==> src/hw/rtl/lpht_pkg.sv <==
// Package for the linear-probe hash table: codes, widths, FNV constants.
// No dependencies; used by all lpht modules.
`timescale 1ns / 1ps
package lpht_pkg;
  localparam logic [63:0] FnvBasis = 64'hCBF29CE484222325;
  localparam logic [63:0] FnvPrime = 64'h00000100000001B3;

  // Depth of the slot memory; the effective slot count saturates to it.
  localparam int MaxSlots = 64;

  typedef enum logic [1:0] {
    OP_INSERT = 2'd0,
    OP_FIND   = 2'd1,
    OP_REMOVE = 2'd2,
    OP_NOP    = 2'd3
  } op_e;

  typedef enum logic [1:0] {
    ST_DONE      = 2'd0,
    ST_ABSENT    = 2'd1,
    ST_EMPTY_KEY = 2'd2,
    ST_NO_ROOM   = 2'd3
  } status_e;

  typedef enum logic [1:0] {
    MARK_EMPTY = 2'd0,
    MARK_LIVE  = 2'd1,
    MARK_TOMB  = 2'd2
  } mark_e;

  localparam logic CfgSlots = 1'b0;
  localparam logic CfgFill  = 1'b1;

  // Handshake from the hash unit to the controller.
  typedef struct packed {
    logic        done;
    logic [63:0] hash;
  } hash_res_t;
endpackage

==> src/hw/rtl/lpht_hash.sv <==
// FNV-1a 64 over up to eight key bytes, one byte per cycle.
// Depends on lpht_pkg.
`timescale 1ns / 1ps
module lpht_hash (
  input  logic                clk_i,
  input  logic                rst_ni,
  input  logic                start_i,
  input  logic [63:0]         key_i,
  input  logic [3:0]          len_i,
  output lpht_pkg::hash_res_t res_o
);
  import lpht_pkg::*;

  logic [63:0] h_q, h_d, key_q, mixed;
  logic [3:0]  left_q;
  logic        busy_q, done_q;

  // Multiply by the prime: it is 2^40 + 0x1B3, so a shift-add suffices.
  assign mixed = h_q ^ {56'd0, key_q[7:0]};
  assign h_d   = (mixed << 40) + (mixed * 64'h1B3);

  always_ff @(posedge clk_i or negedge rst_ni) begin
    if (!rst_ni) begin
      busy_q <= 1'b0;
      done_q <= 1'b0;
      left_q <= '0;
    end else begin
      done_q <= 1'b0;
      if (start_i) begin
        busy_q <= 1'b1;
        left_q <= len_i;
      end else if (busy_q) begin
        if (left_q == 4'd1) begin
          busy_q <= 1'b0;
          done_q <= 1'b1;
        end
        left_q <= left_q - 4'd1;
      end
    end
  end

  always_ff @(posedge clk_i) begin
    if (start_i) begin
      h_q   <= FnvBasis;
      key_q <= key_i;
    end else if (busy_q) begin
      h_q   <= h_d;
      key_q <= key_q >> 8;
    end
  end

  assign res_o.done = done_q;
  assign res_o.hash = h_q;
endmodule

==> config.mk <==
export PLATFORM = sky130hd
export DESIGN_NAME = lpht_hash
export DESIGN_NICKNAME = d
export VERILOG_FILES = /design/src/hw/rtl/lpht_pkg.sv /design/src/hw/rtl/lpht_hash.sv
export SDC_FILE = /design/constraint.sdc
export NUM_CORES = 1
export LEC_CHECK = 0
export BUFFER_PORTS_ARGS = -buffer_cell sky130_fd_sc_hd__buf_2
export CORE_MARGIN = 4
export CORE_UTILIZATION = 40
export DETAILED_ROUTE_END_ITERATION = 6
export PLACE_DENSITY = 0.56
export SKIP_LAST_GASP = 1
export SLEW_MARGIN = 0
export SYNTH_ARGS = -nofsm -noshare
export SYNTH_HDL_FRONTEND = slang
export SYNTH_SLANG_ARGS = --single-unit
export TNS_END_PERCENT = 100
==> constraint.sdc <==
create_clock -name clk_i -period 6.5 [get_ports clk_i]
set_clock_uncertainty 0.2 [all_clocks]
set_input_delay 0.325 -clock clk_i [delete_from_list [all_inputs] [get_ports clk_i]]
set_output_delay 0.325 -clock clk_i [all_outputs]
set_load 0.02 [all_outputs]
==> results by group <==
Worst setup path
  • CP max stage cell: a2111oi_2
  • Max incr delay on CP: 530 ps
  • CP endpoint kind: flip-flop
  • Worst Path Buf+Inv: 2
  • Crit-path leading delay family: compound AO/OA/AOI/OAI gates
  • CP dominant cell by count: ha_1
  • Worst Path Class, Setup: reg2reg
  • Req. time, crit path: roughly 6700 ps
  • Startpoint Class: flip-flop
  • CP Max Fanout: 6
  • Critical Path AT: ~6400 ps
  • Worst path cell trace: xor2_1 > ha_1 > xor2_1 > ha_1 > a21o_1 > fa_1 > inv_1 > fa_1 > inv_1 > ha_1 > ha_1 > a21o_1 > a31o_1 > a2111oi_1 > o41ai_2 > nor4b_2 > a2111oi_2 > nor3_1 > o41a_1 > o211a_1 > nor3_1

Synth
  • EDFF count, synth: 64
  • Syn Inst Count: 1741
  • Yosys reg bits: 134
  • Netlist cell types: 77
  • Synth top area cells: fa_1 (25%), ha_1 (15%), edfxtp_1 (11%)
  • Cell with the most instances after synthesis: inv_1
  • Mapped Nets: ~2200
  • Sequential fraction of the synthesis area: between 10% and 20%
  • Post-Synthesis Cell Area: between 0.015 and 0.02 mm2
  • Syn. warnings: 0
  • Post-synth top cells: inv_1 (405), fa_1 (212), ha_1 (204)
  • Post-synthesis async set-or-reset flop share: 4.48%
  • Mean Syn Cell Area: 9.70 um2
  • Largest area contributor in the netlist: fa_1
  • Share of the synthesized area in the top cell type: 25.1%
  • Main synth FF type: edfxtp_1

Floorplanning
  • Initial Util: 40.4%
  • I/O Pins: 136
  • Die Span Y: ~210 um
  • Die width: ~210 um
  • Row cnt: 75
  • Core ar.: 0.0419 mm2
  • Die footprint: 0.0456 mm2

STA
  • Max Freq: 0.161 GHz
  • Final max-slew violation count: 0
  • Period minus WS final: 6230 ps
  • Total negative slack: 0 ps
  • RSZ-0062 raised after global routing: no
  • Crit share post-route: a little over nine tenths
  • Relative slew slack: 29.2%
  • Fin. Hold Viols: 0
  • Final setup viols: 0
  • Worst Max-Slew Pin Slew: 1060 ps

Finish
  • Layout filler cell count: around 4000
  • Area Growth Syn to Fin: 14.9%
  • Layout Nets: 2425
  • Reg area: 0.00335 mm2
  • Antenna Cells: 0
  • Share of layout cells above drive strength 1: a little over an eighth
  • Area taken by multi-input logic gates: 0.0118 mm2

Drt
  • Initial DRT Pass Iterations: 5
  • Starting DRC count in detailed routing: 826
  • Antenna-violating nets left: 0
  • DR vias: ~13000
  • Routed WL per cell: 18.4 um
  • Post-route DRC: 0
  • Routed Wire Length: 45800 um
  • Vias per Instance: a little over 5

Global routing
  • Initial antenna violation count: 0
  • Largest net degree at the start of global routing: 69
  • Vias in the first global route: 13100
  • First-pass GRT wire length: 72800 um
  • Total GRT Usage: 20.6%
  • Overflow after GRT: 0

Clocking
  • Total clock sinks: 134
  • CTS tree: yes
  • Total CTS buffers: 17
  • Reg clk slew, reported paths: 70 ps
  • Clk root buf: clkbuf_16
  • CTS H-Tree Depth: 4
  • Clk buf depth: 2
  • Worst-Skew Late Latency: 440 ps

Outcome
  • Run status: completed

Place
  • GPL Wtd Cong: 0.979
  • Buffers on Ports: ~140
  • Post-DP HPWL: between 30000 and 40000 um

Job
  • Max-cap violations: 0

Hold path
  • Worst hold path class: in2reg
==> routing by layer <==
metal	up-vias	part of all wire, %	GRT usage, %
met5	-	0	0
met4	0	3.1	6.38
met3	50	4.1	3.16
met2	288	47	33.8
met1	6134	46	28.3
li1	6062	-	-
==> cells by family after synthesis <==
kind of cell               after synthesis  share of synthesized area (%)
xor gates and xnor gates               121                           6.27
adders and majority gates              416                           40.2
buffers and inverters                  449                           10.3
DFF                                    134                           19.8
muxes                                   70                           4.57
and+or+nand+nor                        238                           6.71
AOI/OAI and AO/OA                      313                           12.1
==> final cells by class <==
class / count / share of cell area, %
flip-flops and latches: 134 / 17.3
clock inverters: 14 / 0.722
clock buffers: 17 / 2.19
well taps: 539 / 3.47
inverters: 406 / 7.86
repair buffers: 221 / 7.63
multi-input cells: 1158 / 60.8
==> final timing paths <==
check	startpoint	end	slack [ps]	depth (start not counted)
setup / recovery	key_q[6]	h_q[62]	270	21
hold / removal	key_i[12]	key_q[12]	10	2
setup reg to reg	key_q[6]	h_q[62]	270	21
hold reg to reg	h_q[41]	h_q[41]	310	2
max in group asynchronous	rst_ni	busy_q	5880	2
min in group asynchronous	rst_ni	left_q[0]	60	2
==> worst register-to-register path: stages (launching register included) <==
cell and delay [ps]:
edfxtp_1 410, xor2_1 420, ha_1 420, xor2_1 190, ha_1 210, a21o_1 180, fa_1 410, inv_1 90
fa_1 410, inv_1 70, ha_1 220, ha_1 380, a21o_1 180, a31o_1 220, a2111oi_1 80, o41ai_2 430
nor4b_2 110, a2111oi_2 530, nor3_1 130, o41a_1 480, o211a_1 230, nor3_1 170
==> state kept, by name (all words and copies together), names as in the netlist <==
name	count
h_q	64
key_q	64
busy_q	1
left_q	4
done_q	1
==> stage by stage <==
step	utilization (%)	instance area [um2]	setup WS, ps	hold WS, ps	cells
finish	46.4	19400	271	9.52	2489
global route	46.4	19400	7.31	5.85	2489
CTS	46.4	19400	302	0.588	2489
detailed placement	43.5	18200	297	-41.3	2395
global placement	43.5	18200	427	-43.8	2395
floorplan	-	16900	729	-171	1741
==> cell usage in the layout (no fill, tap or decap), types with 6 or more instances in the layout <==
cell / n
nor3_1: 13
o21ai_1: 18
buf_2: 134
a21o_1: 55
nor2_1: 72
a31oi_1: 6
and3_1: 14
dfxtp_1: 64
o21bai_1: 16
buf_4: 24
and2_1: 13
nand4_1: 9
mux2i_1: 13
clkbuf_16: 17
o31ai_1: 7
nand2b_1: 9
inv_1: 404
nand3_1: 14
a21oi_1: 97
nor2b_1: 9
a211o_1: 6
edfxtp_1: 64
mux2_2: 57
o21a_1: 11
xnor2_1: 58
a211oi_1: 12
dlygate4sd3_1: 63
nand2_1: 66
o21ai_0: 38
fa_1: 212
ha_1: 204
xor2_1: 63
==> repair_timing <==
action                     4_1_cts  5_1_grt
setup buffers                    0        0
hold endpoints to repair        68        0
setup endpoints to repair        0        3
gates resized for setup          0        1
hold buffers                    63        0
Power is not shown: default switching activity piles up to over one toggle a cycle in this logic, so the estimate is an artifact.
